===== config.mk =====
export PLATFORM = sky130hd
export DESIGN_NAME = velocity_command_shaper_unit
export DESIGN_NICKNAME = d
export VERILOG_FILES = /design/src/vcs_pkg.sv /design/src/velocity_command_shaper_unit.sv /design/src/vcs_regs.sv /design/src/vcs_ctrl.sv /design/src/vcs_datapath.sv
export SDC_FILE = /design/constraint.sdc
export NUM_CORES = 2
export LEC_CHECK = 0
export ABC_AREA = 1
export BUFFER_PORTS_ARGS = -buffer_cell sky130_fd_sc_hd__buf_2
export CAP_MARGIN = 40
export CORE_MARGIN = 3
export CORE_UTILIZATION = 45
export CTS_CLUSTER_SIZE = 8
export DETAILED_ROUTE_END_ITERATION = 8
export HOLD_SLACK_MARGIN = 0.06
export PLACE_DENSITY = 0.7
export SYNTH_ARGS = -nofsm -noshare
export SYNTH_HDL_FRONTEND = slang
export SYNTH_SLANG_ARGS = --single-unit

===== constraint.sdc =====
create_clock -name clk -period 8.9 [get_ports clk]
set_input_delay 0.445 -clock clk [delete_from_list [all_inputs] [get_ports clk]]
set_output_delay 0.445 -clock clk [all_outputs]
set_load 0.05 [all_outputs]

===== src/vcs_pkg.sv =====
// Shared types, constants and helper functions of the velocity command shaper.
`default_nettype none

package vcs_pkg;

	// Field widths.
	localparam int KEY_W      = 8;
	localparam int STATE_W    = 24;
	localparam int CLAMP_W    = 23;
	localparam int WIDE_W     = 27;
	localparam int LIN_W      = 26;
	localparam int ANG_W      = 23;
	localparam int PROD_W     = 42;
	localparam int FRAC_BITS  = 16;
	localparam int CFG_IDX_W  = 3;
	localparam int CFG_DATA_W = 22;

	// Saturation limits of the linear command, held at the wide working width.
	localparam logic signed [WIDE_W-1:0] LIN_MAX = 27'sd33554431;
	localparam logic signed [WIDE_W-1:0] LIN_MIN = -27'sd33554432;

	// Key codes.
	localparam logic [KEY_W-1:0] KEY_W_LO  = 8'h77;
	localparam logic [KEY_W-1:0] KEY_S_LO  = 8'h73;
	localparam logic [KEY_W-1:0] KEY_W_UP  = 8'h57;
	localparam logic [KEY_W-1:0] KEY_S_UP  = 8'h53;
	localparam logic [KEY_W-1:0] KEY_A_LO  = 8'h61;
	localparam logic [KEY_W-1:0] KEY_A_UP  = 8'h41;
	localparam logic [KEY_W-1:0] KEY_D_LO  = 8'h64;
	localparam logic [KEY_W-1:0] KEY_D_UP  = 8'h44;
	localparam logic [KEY_W-1:0] KEY_SPACE = 8'h20;
	localparam logic [KEY_W-1:0] KEY_Q_LO  = 8'h71;
	localparam logic [KEY_W-1:0] KEY_Q_UP  = 8'h51;

	// Register indexes.
	typedef enum logic [CFG_IDX_W-1:0] {
		REG_SPD_INC     = 3'd0,
		REG_ANG_INC     = 3'd1,
		REG_SPD_LIMIT   = 3'd2,
		REG_ANG_LIMIT   = 3'd3,
		REG_RAMP_GAIN   = 3'd4,
		REG_SPEED_DECAY = 3'd5,
		REG_ANGLE_DECAY = 3'd6,
		REG_ZERO_THRESH = 3'd7
	} reg_idx_t;

	// Reset values of the registers.
	localparam logic [16:0] RST_SPD_INC     = 17'd1311;
	localparam logic [18:0] RST_ANG_INC     = 19'd32768;
	localparam logic [21:0] RST_SPD_LIMIT   = 22'd1310720;
	localparam logic [21:0] RST_ANG_LIMIT   = 22'd655360;
	localparam logic [16:0] RST_RAMP_GAIN   = 17'd72090;
	localparam logic [16:0] RST_SPEED_DECAY = 17'd58982;
	localparam logic [16:0] RST_ANGLE_DECAY = 17'd49152;
	localparam logic [15:0] RST_ZERO_THRESH = 16'd66;

	typedef struct packed {
		logic [16:0] spd_inc;
		logic [18:0] ang_inc;
		logic [21:0] spd_limit;
		logic [21:0] ang_limit;
		logic [16:0] ramp_gain;
		logic [16:0] speed_decay;
		logic [16:0] angle_decay;
		logic [15:0] zero_threshold;
	} cfg_t;

	typedef enum logic [2:0] {
		ST_IDLE,
		ST_APPLY,
		ST_DEC_S,
		ST_DEC_A,
		ST_OUT
	} state_t;

	typedef enum logic [1:0] {
		MUL_RAMP,
		MUL_SPEED,
		MUL_ANGLE
	} mul_sel_t;

	// Controller to datapath.
	typedef struct packed {
		logic     load_key;
		logic     apply;
		logic     upd_speed;
		logic     finish;
		mul_sel_t mul_sel;
	} cmd_t;

	// Datapath to controller.
	typedef struct packed {
		logic out_free;
	} sts_t;

	// Magnitudes below the threshold become zero.
	function automatic logic signed [STATE_W-1:0] snap_zero(
		input logic signed [STATE_W-1:0] v,
		input logic [15:0]               thr
	);
		logic [STATE_W-1:0] mag;
		mag = v[STATE_W-1] ? STATE_W'(-v) : STATE_W'(v);
		return (mag < STATE_W'(thr)) ? '0 : v;
	endfunction

endpackage

`default_nettype wire


===== src/velocity_command_shaper_unit.sv =====
// Top level of the velocity command shaper: register file, controller and datapath.
//
//  Channel  Signals                                        Direction  Beat taken when
//  input    in_valid, in_ready, key_valid, key_code        in         in_valid && in_ready
//  output   out_valid, out_ready, linear_cmd,              out        out_valid && out_ready
//           angular_cmd, quit_seen
//  config   cfg_we, cfg_index, cfg_data                    in         cfg_we
//
// One input beat passes through the idle step in which it is taken, while the shared
// multiplier forms the ramp product, a step that applies the key and clamps, a speed decay
// step and an angle decay step that form the decay products, each registered before use,
// and a last step that stores the angle and loads the output register.
// A result may wait in the output register while the block returns to idle and takes the
// next beat; the block only stalls in its last step if the previous result is still unread.
// Reset clears speed, angle, hold and all handshake state, and loads the register defaults.
// Configuration is to be written only while no beat is in flight.
`default_nettype none

module velocity_command_shaper_unit (
	input  logic                                clk,
	input  logic                                arst_n,
	// Input channel.
	input  logic                                in_valid,
	output logic                                in_ready,
	input  logic                                key_valid,
	input  logic [vcs_pkg::KEY_W-1:0]           key_code,
	// Output channel.
	output logic                                out_valid,
	input  logic                                out_ready,
	output logic signed [vcs_pkg::LIN_W-1:0]    linear_cmd,
	output logic signed [vcs_pkg::ANG_W-1:0]    angular_cmd,
	output logic                                quit_seen,
	// Configuration write port.
	input  logic                                cfg_we,
	input  logic [vcs_pkg::CFG_IDX_W-1:0]       cfg_index,
	input  logic [vcs_pkg::CFG_DATA_W-1:0]      cfg_data
);
	import vcs_pkg::*;

	cfg_t cfg;
	cmd_t cmd;
	sts_t sts;

	// The register file holds the eight tuning values; they feed the datapath directly.
	vcs_regs u_regs (
		.clk       (clk),
		.arst_n    (arst_n),
		.cfg_we    (cfg_we),
		.cfg_index (cfg_index),
		.cfg_data  (cfg_data),
		.cfg       (cfg)
	);

	// The controller steps each beat through apply, speed decay, angle decay and output.
	vcs_ctrl u_ctrl (
		.clk      (clk),
		.arst_n   (arst_n),
		.in_valid (in_valid),
		.in_ready (in_ready),
		.cmd      (cmd),
		.sts      (sts)
	);

	// The datapath keeps speed, angle and hold, and owns the output register, so the
	// controller only learns whether that register can take a new result.
	vcs_datapath u_datapath (
		.clk         (clk),
		.arst_n      (arst_n),
		.cfg         (cfg),
		.cmd         (cmd),
		.sts         (sts),
		.key_valid   (key_valid),
		.key_code    (key_code),
		.out_valid   (out_valid),
		.out_ready   (out_ready),
		.linear_cmd  (linear_cmd),
		.angular_cmd (angular_cmd),
		.quit_seen   (quit_seen)
	);

endmodule

`default_nettype wire


===== src/vcs_regs.sv =====
// Configuration register file of the velocity command shaper.
`default_nettype none

module vcs_regs (
	input  logic                            clk,
	input  logic                            arst_n,
	input  logic                            cfg_we,
	input  logic [vcs_pkg::CFG_IDX_W-1:0]   cfg_index,
	input  logic [vcs_pkg::CFG_DATA_W-1:0]  cfg_data,
	output vcs_pkg::cfg_t                   cfg
);
	import vcs_pkg::*;

	cfg_t cfg_q;

	always_ff @(posedge clk or negedge arst_n) begin
		if (!arst_n) begin
			cfg_q.spd_inc        <= RST_SPD_INC;
			cfg_q.ang_inc        <= RST_ANG_INC;
			cfg_q.spd_limit      <= RST_SPD_LIMIT;
			cfg_q.ang_limit      <= RST_ANG_LIMIT;
			cfg_q.ramp_gain      <= RST_RAMP_GAIN;
			cfg_q.speed_decay    <= RST_SPEED_DECAY;
			cfg_q.angle_decay    <= RST_ANGLE_DECAY;
			cfg_q.zero_threshold <= RST_ZERO_THRESH;
		end else if (cfg_we) begin
			unique case (reg_idx_t'(cfg_index))
				REG_SPD_INC:     cfg_q.spd_inc        <= cfg_data[16:0];
				REG_ANG_INC:     cfg_q.ang_inc        <= cfg_data[18:0];
				REG_SPD_LIMIT:   cfg_q.spd_limit      <= cfg_data[21:0];
				REG_ANG_LIMIT:   cfg_q.ang_limit      <= cfg_data[21:0];
				REG_RAMP_GAIN:   cfg_q.ramp_gain      <= cfg_data[16:0];
				REG_SPEED_DECAY: cfg_q.speed_decay    <= cfg_data[16:0];
				REG_ANGLE_DECAY: cfg_q.angle_decay    <= cfg_data[16:0];
				REG_ZERO_THRESH: cfg_q.zero_threshold <= cfg_data[15:0];
				default: ;
			endcase
		end
	end

	assign cfg = cfg_q;

endmodule

`default_nettype wire


===== src/vcs_ctrl.sv =====
// Sequencing state machine of the velocity command shaper.
`default_nettype none

module vcs_ctrl (
	input  logic          clk,
	input  logic          arst_n,
	input  logic          in_valid,
	output logic          in_ready,
	output vcs_pkg::cmd_t cmd,
	input  vcs_pkg::sts_t sts
);
	import vcs_pkg::*;

	state_t state_q;
	state_t state_d;

	always_ff @(posedge clk or negedge arst_n) begin
		if (!arst_n) begin
			state_q <= ST_IDLE;
		end else begin
			state_q <= state_d;
		end
	end

	always_comb begin
		state_d     = state_q;
		in_ready    = 1'b0;
		cmd         = '0;
		cmd.mul_sel = MUL_RAMP;
		unique case (state_q)
			ST_IDLE: begin
				in_ready     = 1'b1;
				cmd.load_key = in_valid;
				if (in_valid) begin
					state_d = ST_APPLY;
				end
			end
			ST_APPLY: begin
				cmd.apply = 1'b1;
				state_d   = ST_DEC_S;
			end
			ST_DEC_S: begin
				cmd.mul_sel = MUL_SPEED;
				state_d     = ST_DEC_A;
			end
			ST_DEC_A: begin
				cmd.mul_sel   = MUL_ANGLE;
				cmd.upd_speed = 1'b1;
				state_d       = ST_OUT;
			end
			ST_OUT: begin
				// Keep the angle product in the register while the result waits.
				cmd.mul_sel = MUL_ANGLE;
				if (sts.out_free) begin
					cmd.finish = 1'b1;
					state_d    = ST_IDLE;
				end
			end
			default: state_d = ST_IDLE;
		endcase
	end

	a_finish_needs_room: assert property (@(posedge clk) disable iff (!arst_n)
		cmd.finish |-> sts.out_free)
		else $error("result written while the output register is still full");

	a_accept_to_apply: assert property (@(posedge clk) disable iff (!arst_n)
		(in_valid && in_ready) |=> (state_q == ST_APPLY))
		else $error("accepted beat not followed by the apply step");

	a_apply_once: assert property (@(posedge clk) disable iff (!arst_n)
		cmd.apply |=> !cmd.apply)
		else $error("key update applied twice to one beat");

endmodule

`default_nettype wire


===== src/vcs_datapath.sv =====
// Datapath of the velocity command shaper: state, shared multiplier and output register.
`default_nettype none

module vcs_datapath (
	input  logic                                clk,
	input  logic                                arst_n,
	input  vcs_pkg::cfg_t                       cfg,
	input  vcs_pkg::cmd_t                       cmd,
	output vcs_pkg::sts_t                       sts,
	input  logic                                key_valid,
	input  logic [vcs_pkg::KEY_W-1:0]           key_code,
	output logic                                out_valid,
	input  logic                                out_ready,
	output logic signed [vcs_pkg::LIN_W-1:0]    linear_cmd,
	output logic signed [vcs_pkg::ANG_W-1:0]    angular_cmd,
	output logic                                quit_seen
);
	import vcs_pkg::*;

	// Captured input beat.
	logic                     key_valid_q;
	logic [KEY_W-1:0]         key_code_q;

	// Persistent state.
	logic signed [STATE_W-1:0] speed_q;
	logic signed [STATE_W-1:0] angle_q;
	logic                      hold_q;

	// Working registers.
	logic signed [PROD_W-1:0]  prod_q;
	logic signed [CLAMP_W-1:0] sp_c_q;
	logic signed [CLAMP_W-1:0] an_c_q;
	logic signed [LIN_W-1:0]   lin_q;
	logic                      quit_q;

	// Output register.
	logic                      out_valid_q;
	logic signed [LIN_W-1:0]   linear_q;
	logic signed [ANG_W-1:0]   angular_q;
	logic                      quit_out_q;

	logic signed [STATE_W-1:0] mul_a;
	logic [16:0]               mul_b;
	logic signed [PROD_W-1:0]  prod_d;

	logic signed [WIDE_W-1:0]  sp_cur, an_cur, step, ramp_val, sp_k, an_k;
	logic signed [WIDE_W-1:0]  lim_sp, lim_an, sp_cl, an_cl, lin_full, lin_sat;
	logic                      hold_d, quit_d;
	logic signed [STATE_W-1:0] decayed;

	// Shared multiplier, one product a cycle.
	always_comb begin
		case (cmd.mul_sel)
			MUL_SPEED: begin
				mul_a = STATE_W'(sp_c_q);
				mul_b = cfg.speed_decay;
			end
			MUL_ANGLE: begin
				mul_a = STATE_W'(an_c_q);
				mul_b = cfg.angle_decay;
			end
			default: begin
				mul_a = speed_q;
				mul_b = cfg.ramp_gain;
			end
		endcase
	end

	assign prod_d = PROD_W'(mul_a) * PROD_W'($signed({1'b0, mul_b}));

	// Floored fixed-point results of the registered product.
	assign ramp_val = WIDE_W'($signed(prod_q[PROD_W-1:FRAC_BITS]));
	assign decayed  = prod_q[STATE_W+FRAC_BITS-1:FRAC_BITS];

	// Key update, then independent symmetric clamps.
	always_comb begin
		sp_cur = WIDE_W'(speed_q);
		an_cur = WIDE_W'(angle_q);
		step   = $signed(WIDE_W'(cfg.spd_inc));
		sp_k   = sp_cur;
		an_k   = an_cur;
		hold_d = hold_q;
		quit_d = 1'b0;
		if (key_valid_q) begin
			unique case (key_code_q) inside
				KEY_W_LO: begin
					hold_d = 1'b0;
					sp_k   = sp_cur + step;
				end
				KEY_S_LO: begin
					hold_d = 1'b0;
					sp_k   = sp_cur - step;
				end
				KEY_W_UP: begin
					hold_d = 1'b1;
					if (sp_cur >= step) begin
						sp_k = ramp_val;
					end else if (sp_cur <= -step) begin
						sp_k = '0;
					end else begin
						sp_k = step;
					end
				end
				KEY_S_UP: begin
					hold_d = 1'b1;
					if (sp_cur <= -step) begin
						sp_k = ramp_val;
					end else if (sp_cur >= step) begin
						sp_k = '0;
					end else begin
						sp_k = -step;
					end
				end
				KEY_A_LO, KEY_A_UP: an_k = an_cur + $signed(WIDE_W'(cfg.ang_inc));
				KEY_D_LO, KEY_D_UP: an_k = an_cur - $signed(WIDE_W'(cfg.ang_inc));
				KEY_SPACE: begin
					sp_k = '0;
					an_k = '0;
				end
				KEY_Q_LO, KEY_Q_UP: begin
					sp_k   = '0;
					an_k   = '0;
					quit_d = 1'b1;
				end
				default: ;
			endcase
		end

		lim_sp = $signed(WIDE_W'(cfg.spd_limit));
		lim_an = $signed(WIDE_W'(cfg.ang_limit));
		if (sp_k > lim_sp) begin
			sp_cl = lim_sp;
		end else if (sp_k < -lim_sp) begin
			sp_cl = -lim_sp;
		end else begin
			sp_cl = sp_k;
		end
		if (an_k > lim_an) begin
			an_cl = lim_an;
		end else if (an_k < -lim_an) begin
			an_cl = -lim_an;
		end else begin
			an_cl = an_k;
		end

		// Ten times the speed as shift and add, then saturate.
		lin_full = (sp_cl <<< 3) + (sp_cl <<< 1);
		if (lin_full > LIN_MAX) begin
			lin_sat = LIN_MAX;
		end else if (lin_full < LIN_MIN) begin
			lin_sat = LIN_MIN;
		end else begin
			lin_sat = lin_full;
		end
	end

	always_ff @(posedge clk) begin
		prod_q <= prod_d;
		if (cmd.load_key) begin
			key_valid_q <= key_valid;
			key_code_q  <= key_code;
		end
		if (cmd.apply) begin
			sp_c_q <= sp_cl[CLAMP_W-1:0];
			an_c_q <= an_cl[CLAMP_W-1:0];
			lin_q  <= lin_sat[LIN_W-1:0];
			quit_q <= quit_d;
		end
		if (cmd.finish) begin
			linear_q   <= lin_q;
			angular_q  <= an_c_q;
			quit_out_q <= quit_q;
		end
	end

	always_ff @(posedge clk or negedge arst_n) begin
		if (!arst_n) begin
			speed_q     <= '0;
			angle_q     <= '0;
			hold_q      <= 1'b0;
			out_valid_q <= 1'b0;
		end else begin
			if (cmd.apply) begin
				hold_q <= hold_d;
			end
			if (cmd.upd_speed) begin
				speed_q <= snap_zero(hold_q ? STATE_W'(sp_c_q) : decayed,
					cfg.zero_threshold);
			end
			if (cmd.finish) begin
				angle_q     <= snap_zero(decayed, cfg.zero_threshold);
				out_valid_q <= 1'b1;
			end else if (out_ready) begin
				out_valid_q <= 1'b0;
			end
		end
	end

	assign sts.out_free = !out_valid_q || out_ready;
	assign out_valid    = out_valid_q;
	assign linear_cmd   = linear_q;
	assign angular_cmd  = angular_q;
	assign quit_seen    = quit_out_q;

	a_finish_shows: assert property (@(posedge clk) disable iff (!arst_n)
		cmd.finish |=> out_valid_q)
		else $error("finished result did not reach the output register");

	a_quit_stops: assert property (@(posedge clk) disable iff (!arst_n)
		(out_valid_q && quit_seen) |-> (linear_cmd == '0 && angular_cmd == '0))
		else $error("quit result carries a non-zero command");

endmodule

`default_nettype wire


---- After elaboration in Yosys (flattened, before gate mapping) ----
Cells that the tools add are included.
operators by class
  add/sub/neg operators ................... 10
  multiply operators ...................... 1
  magnitude comparators ................... 10
  equal/unequal tests ..................... 26
  muxes and demuxes ....................... 34
  reductions and logical operators ........ 23
operators with widths
  kind                  number
  $mux 27               5
  $pmux 27 s5           1
  $mux 24               5
  $pmux 27 s3           1
  $eq 8x7->1 const B    10
  $mux 26               3
  $gt 27x23->1          2
  $lt 27x27->1          2
  $neg 22->27           2
  $lt 24x16->1          2
  $neg 24->24           2
  $pmux 24 s2           1
  $mul 24x18->42        1
  $pmux 17 s2           1
  $add 27x27->27        1
  $gt 27x26->1 const B  1
  $le 24x27->1          1
  $lt 27x26->1 const B  1
  $neg 17->27           1
  $add 24x18->25        1
  $add 24x20->25        1
  $sub 24x18->25        1
  $sub 24x20->25        1
  $ge 24x18->1          1
  23 further kinds      56
storage, ports and cells
  register bits after elaboration ......... 374
  output and inout port bits .............. 52
  word-level logic and storage cells ...... 128

---- Longest topological paths before layout ----
  depth after elaboration ................. 12
  mapped depth ............................ 74
  depth with buffers taken out ............ 73

---- By module ----
Synthesis repeated with hierarchy kept, for this count alone.
second synthesis, totals
  cell total of the unflattened synthesis .. 5,285
  area total of the unflattened synthesis .. 40,910.5 µm²
modules (own cells, without submodules)
  module        times used  cells each  area an instance (µm²)  sequential area each (µm²)
  vcs_datapath  1           4,597       34,839.7                5,735.5
  vcs_regs      1           661         5,885.6                 3,719.8
  vcs_ctrl      1           27          185.2                   75.1

---- Worst setup path before layout ----
No wires, ideal clock.
  kind .................................... flip-flop to flip-flop
  from .................................... register u_regs.cfg_q (netlist bit u_regs.cfg[131])
  to ...................................... register u_datapath.lin_q[5], data pin
  data arrival time ....................... 8,302 ps
  data required time ...................... 8,644 ps
  setup slack ............................. 342 ps
  stages on the path, launching flop included .. 69
  buffers on the path ..................... 4
  clock period less this slack ............ 8,558 ps
  path through ............................ dfstp_2 > inv_2 > ha_1 > nand2_1 > nor4_2 > nand2_1 > nor2_2 > nand4_1 > nor2_1 > nand2_1 > nor2_1 > nand2_1 > inv_1 > ha_1 > a21o_1 > nor2_1 > nand2_1 > a21oi_1 > [33 not listed] > a21o_1 > a21oi_1 > o21ai_0 > nand3_1 > nand2_1 > nand3_1 > nand2_1 > nand3_1 > nand2_1 > nand3_1 > nand2_1 > a21oi_1 > xnor2_1 > inv_1 > nand3_2 > buf_6 > nand2_1 > nand2_1
between the ends
  longest elaborated chain between the ends .. 12
ends and longest elaborated chain
  item                     RTL line                                                      source
  from (decl)              vcs_regs.sv:14                                                cfg_t cfg_q;
  $neg 17->27              vcs_datapath.sv:98, vcs_datapath.sv:106, vcs_datapath.sv:111
  $le 24x27->1             vcs_datapath.sv:98, vcs_datapath.sv:106
  $mux 17                  vcs_datapath.sv:98                                            end else if (sp_cur <= -step) begin
  $mux 27                  vcs_datapath.sv:96                                            if (sp_cur >= step) begin
  $pmux 27 s5 *            vcs_datapath.sv:85                                            unique case (key_code_q) inside
  $mux 27 *                vcs_datapath.sv:84                                            if (key_valid_q) begin
  $lt 27x27->1             vcs_datapath.sv:133                                           end else if (sp_k < -lim_sp) begin
  $mux 26                  vcs_datapath.sv:133
  $mux 26 *                vcs_datapath.sv:131                                           if (sp_k > lim_sp) begin
  net u_datapath.sp_cl[4]  vcs_datapath.sv:47                                            logic signed [WIDE_W-1:0] lim_sp, lim_an, sp_cl, an_cl, lin_full, lin_sat;
  $add 27x27->27 *         vcs_datapath.sv:147                                           lin_full = (sp_cl <<< 3) + (sp_cl <<< 1);
  $lt 27x26->1             vcs_datapath.sv:150                                           end else if (lin_full < LIN_MIN) begin
  $mux 26                  vcs_datapath.sv:150
  to (signal assigned)     vcs_datapath.sv:166                                           lin_q <= lin_sat[LIN_W-1:0];
  to (decl)                vcs_datapath.sv:33                                            logic signed [LIN_W-1:0] lin_q;
Mark *: on every way through the listed nets, which the timed path passes. The rest lies on a longest branch.
A chain may end at the register's enable or synchronous reset.

---- Worst setup path after layout ----
  from .................................... register u_regs.cfg_q (netlist bit u_regs.cfg[131])
  to ...................................... register u_datapath.lin_q[22], data pin
Same word-level chain as after synthesis.

==> results.txt <==
The run finished with clean final reports. The routed wirelength normalized by instance count came out at ~21 um. The maximum achievable frequency is 115 MHz. The total count of hold-check failures in the final report is 0. The first-pass GRT wire length is 207 mm.

The clock tree buffer depth is 3. By startpoint and endpoint, the worst setup path is classified as flop to flop. The core area is 88500 um2.

The cell family contributing the most delay on the critical path is simple AND/OR/NAND/NOR gates. The final hold slack is about 0.088 ns. The area fraction of the dominant cell type after synthesis is approximately 20%.

The count of unresolved DRC violations after routing is 0. After layout, the minimum clock period comes to 8.73 ns. The mean post-synth cell area is 7.94 um2. The starting density of the core is 45.5%. Setup violations remaining at the end of the flow were counted as 0. The final critical path takes up 98.1% of the cycle. The portion of the post-synthesis area used by sequential elements is 23.7%. The deepest level of the CTS H-tree came out at 2. The number of antenna violations at the first check in global routing came to 7. The synthesized design contains about 360 register bits. The arrival time of data at the critical path endpoint is 9.06 ns. The final net count is 6052. In the routed layout, each cell is associated on average with a via count of 5.57. The starting DRC count in detailed routing came out at around 3600.

The top-level port count came out at slightly above 90. The async set-or-reset flop fraction in the synthesized netlist came out at 55.9%. The worst setup path is captured at a flop. The number of buffers created by CTS came out at between 50 and 60. The relative max-transition margin is 37.7%. Counting both buffers and inverters, the worst setup path holds a total of 8.

In this run the worst hold path is classified as input port to flop. The pin count of the biggest net entering global routing is 72. The overall routing resource usage is 28.8%. The slew at the pin closest to its max-slew limit came out at between 0.9 and 1 ns. The residual antenna-violating net count after detailed routing is 0. The cell area after synthesis came out at roughly 40000 um2.

The site row count came out at 109. Cells with a size suffix above 1 make up 13.1% of the layout. The count of flip-flops with a built-in enable after synthesis is 132. The area growth from synthesis to layout is 14.2%.

The number of clock sinks is 358. The maximum single-stage delay on the critical path came out at 0.37 ns. The worst-path maximum fanout came out at 7. fa_1 takes more of the synthesized area than any other cell. The max capacitance violation total is 0. The main flop type after synthesis is dfrtp_1. The post-synthesis instance total is 5073. The die width came out at 305 um.

Leaving out fill and tap cells, the most frequent cells in the layout are 977 x nand2_1, 895 x inv_1, 402 x fa_1, 388 x nor2_1, 342 x o21ai_0. The slowest stage of the critical path is the dfstp_2 cell. The tree is rooted in a clkbuf_16. The area enclosed by the die boundary came out at 93100 um2. The number of iterations in the first detailed-routing pass came out at 9. Leaving out fill and tap cells, the most frequent cell in the layout is nand2_1. The data required time of the critical path came out at between 9 and 10 ns. The final weighted congestion in routability-driven placement came out at 1.06. The wire-length estimate of the detail-placed layout is 107 mm.

The number of pins with negative max-slew slack in the final report came out at 0. The net count of the mapped netlist is roughly 5900. Setup repair after global routing could not meet its margin everywhere. The number of global-route vias before repair came out at 35100. The number of warning messages in the yosys log came out at 0. For flop-to-flop paths, the worst setup slack is between 0.15 and 0.2 ns. The clock network latency to the later pin of the worst-skew pair is 0.63 ns. The CTS tree is yes. The die height came out at just over 300 um. The port buffer count came out at 90. Summing over every cut layer, the via total after detailed routing is between 30000 and 40000. The netlist uses 70 different library cells. The number of antenna diodes came out at 0.

Clock-pin slew was measured on the worst setup and hold paths at 0.06 ns. Global routing finished with a remaining overflow of 0. Among the stages of the critical path, the cell type that occurs most often is nand2_2. By area the synthesized netlist is led by fa_1 20%, ha_1 11%, dfrtp_1 10%.

The overall routed net length is 136 mm. The element type at the critical path start is a flop. Across the routed clock network, the largest skew measured is approximately 0.052 ns.
-- worst paths after layout --
| check | from | to | cells after the start |
|---|---|---|---|
| min reg2reg | u_datapath.lin_q[22] | u_datapath.linear_cmd[22] | 0 |
| min | cfg_data[1] | u_regs.cfg[1] | 3 |
| max in group asynchronous | arst_n | u_regs.cfg[43] | 4 |
| max reg2reg | u_regs.cfg[131] | u_datapath.lin_q[22] | 63 |
| max | u_regs.cfg[131] | u_datapath.lin_q[22] | 63 |
| min in group asynchronous | arst_n | u_regs.cfg[97] | 2 |
-- kinds of logic after synthesis --
logic type / Yosys count / synth area share, %
AND/OR/NAND/NOR: 1811 / 18.9
buffers and inverters: 1128 / 10.8
AO/OA/AOI/OAI: 882 / 12.7
adder cells (fa/ha/maj): 743 / 30.6
flip-flops: 358 / 23.7
XOR/XNOR: 150 / 3.26
multiplexers: 1 / 0.0249
-- cells in the mapped netlist (10+ instances only) --
| cell type | count |
|---|---|
| xor2_1 | 120 |
| o22ai_1 | 33 |
| buf_4 | 10 |
| clkbuf_1 | 144 |
| o21bai_1 | 10 |
| dfrtp_1 | 167 |
| fa_1 | 403 |
| edfxtp_1 | 132 |
| nand2_2 | 24 |
| o211ai_1 | 56 |
| dfstp_2 | 33 |
| inv_1 | 923 |
| a21o_1 | 19 |
| nor2_2 | 10 |
| o21ai_1 | 45 |
| dfxtp_1 | 26 |
| nand2_1 | 1035 |
| or2_2 | 15 |
| a21oi_1 | 212 |
| a31oi_1 | 19 |
| ha_1 | 340 |
| a221o_1 | 25 |
| nand4_1 | 34 |
| xnor2_1 | 30 |
| buf_2 | 11 |
| nor2_1 | 391 |
| nor3_1 | 51 |
| inv_2 | 18 |
| o21ai_0 | 371 |
| o31ai_1 | 11 |
| nor4_1 | 17 |
| o21a_1 | 11 |
| nand3_1 | 184 |
-- layer usage --
metal	vias to the layer above	share of wire (%)	track usage, %
li1	16600	-	-
met4	0	6.5	15.0
met2	1766	44	44.4
met1	17300	40	38.8
met3	411	9.5	5.45
met5	-	0	0
-- worst min-delay path, stage by stage --
cell	delay (ns)
buf_2	0.12
nand2_1	0.06
o21ai_0	0.07
-- stage by stage --
step	util [%]	setup TNS, ns	cells	area [um2]	worst slack (ns)
final	52.0	0	6478	46000	0.173
after global placement	48.0	-0.300	6282	42500	-0.133
after floorplan	-	0	5073	40300	0.342
after global routing	52.0	-9.76	6478	46000	-0.402
after CTS	50.2	0	6407	44400	0.0223
after detailed placement	48.3	-0.726	6295	42800	-0.205
-- cell type report --
cell class                      instances  area, um2
Multi-Input combinational cell       3588      27400
Clock buffer                           92       1440
Clock inverter                          4       71.3
Timing Repair Buffer                  321       2540
Sequential cell                       358       9530
Tap cell                             1165       1460
Fill cell                            8218      42500
Timing Repair inverter                  3       17.5
Inverter                              947       3590
-- registers in the layout, indices dropped and copies added, names as in the netlist --
| register | flops |
|---|---|
| u_datapath.linear_cmd | 26 |
| u_regs.cfg | 147 |
| u_datapath.angle_q | 24 |
| u_datapath.key_valid_q | 1 |
| u_datapath.lin_q | 26 |
| u_datapath.sp_c_q | 23 |
| u_datapath.angular_cmd | 23 |
| u_datapath.speed_q | 24 |
| u_datapath.prod_q | 26 |
| u_datapath.quit_q | 1 |
| u_datapath.quit_seen | 1 |
| u_datapath.an_c_q | 23 |
| u_datapath.out_valid | 1 |
| u_ctrl.state_q | 3 |
| u_datapath.key_code_q | 8 |
| u_datapath.hold_q | 1 |
-- timing repair --
action / CTS / global route
endpoints found under the setup margin: 30 / 35
pin swaps: 0 / 77
cloned: 0 / 10
hold endpoints to repair: 65 / 0
hold buffers: 16 / 0
buffers inserted: 0 / 60
resized for setup: 6 / 239
Power is not shown: default switching activity piles up to over one toggle a cycle in this logic, so the estimate is an artifact.
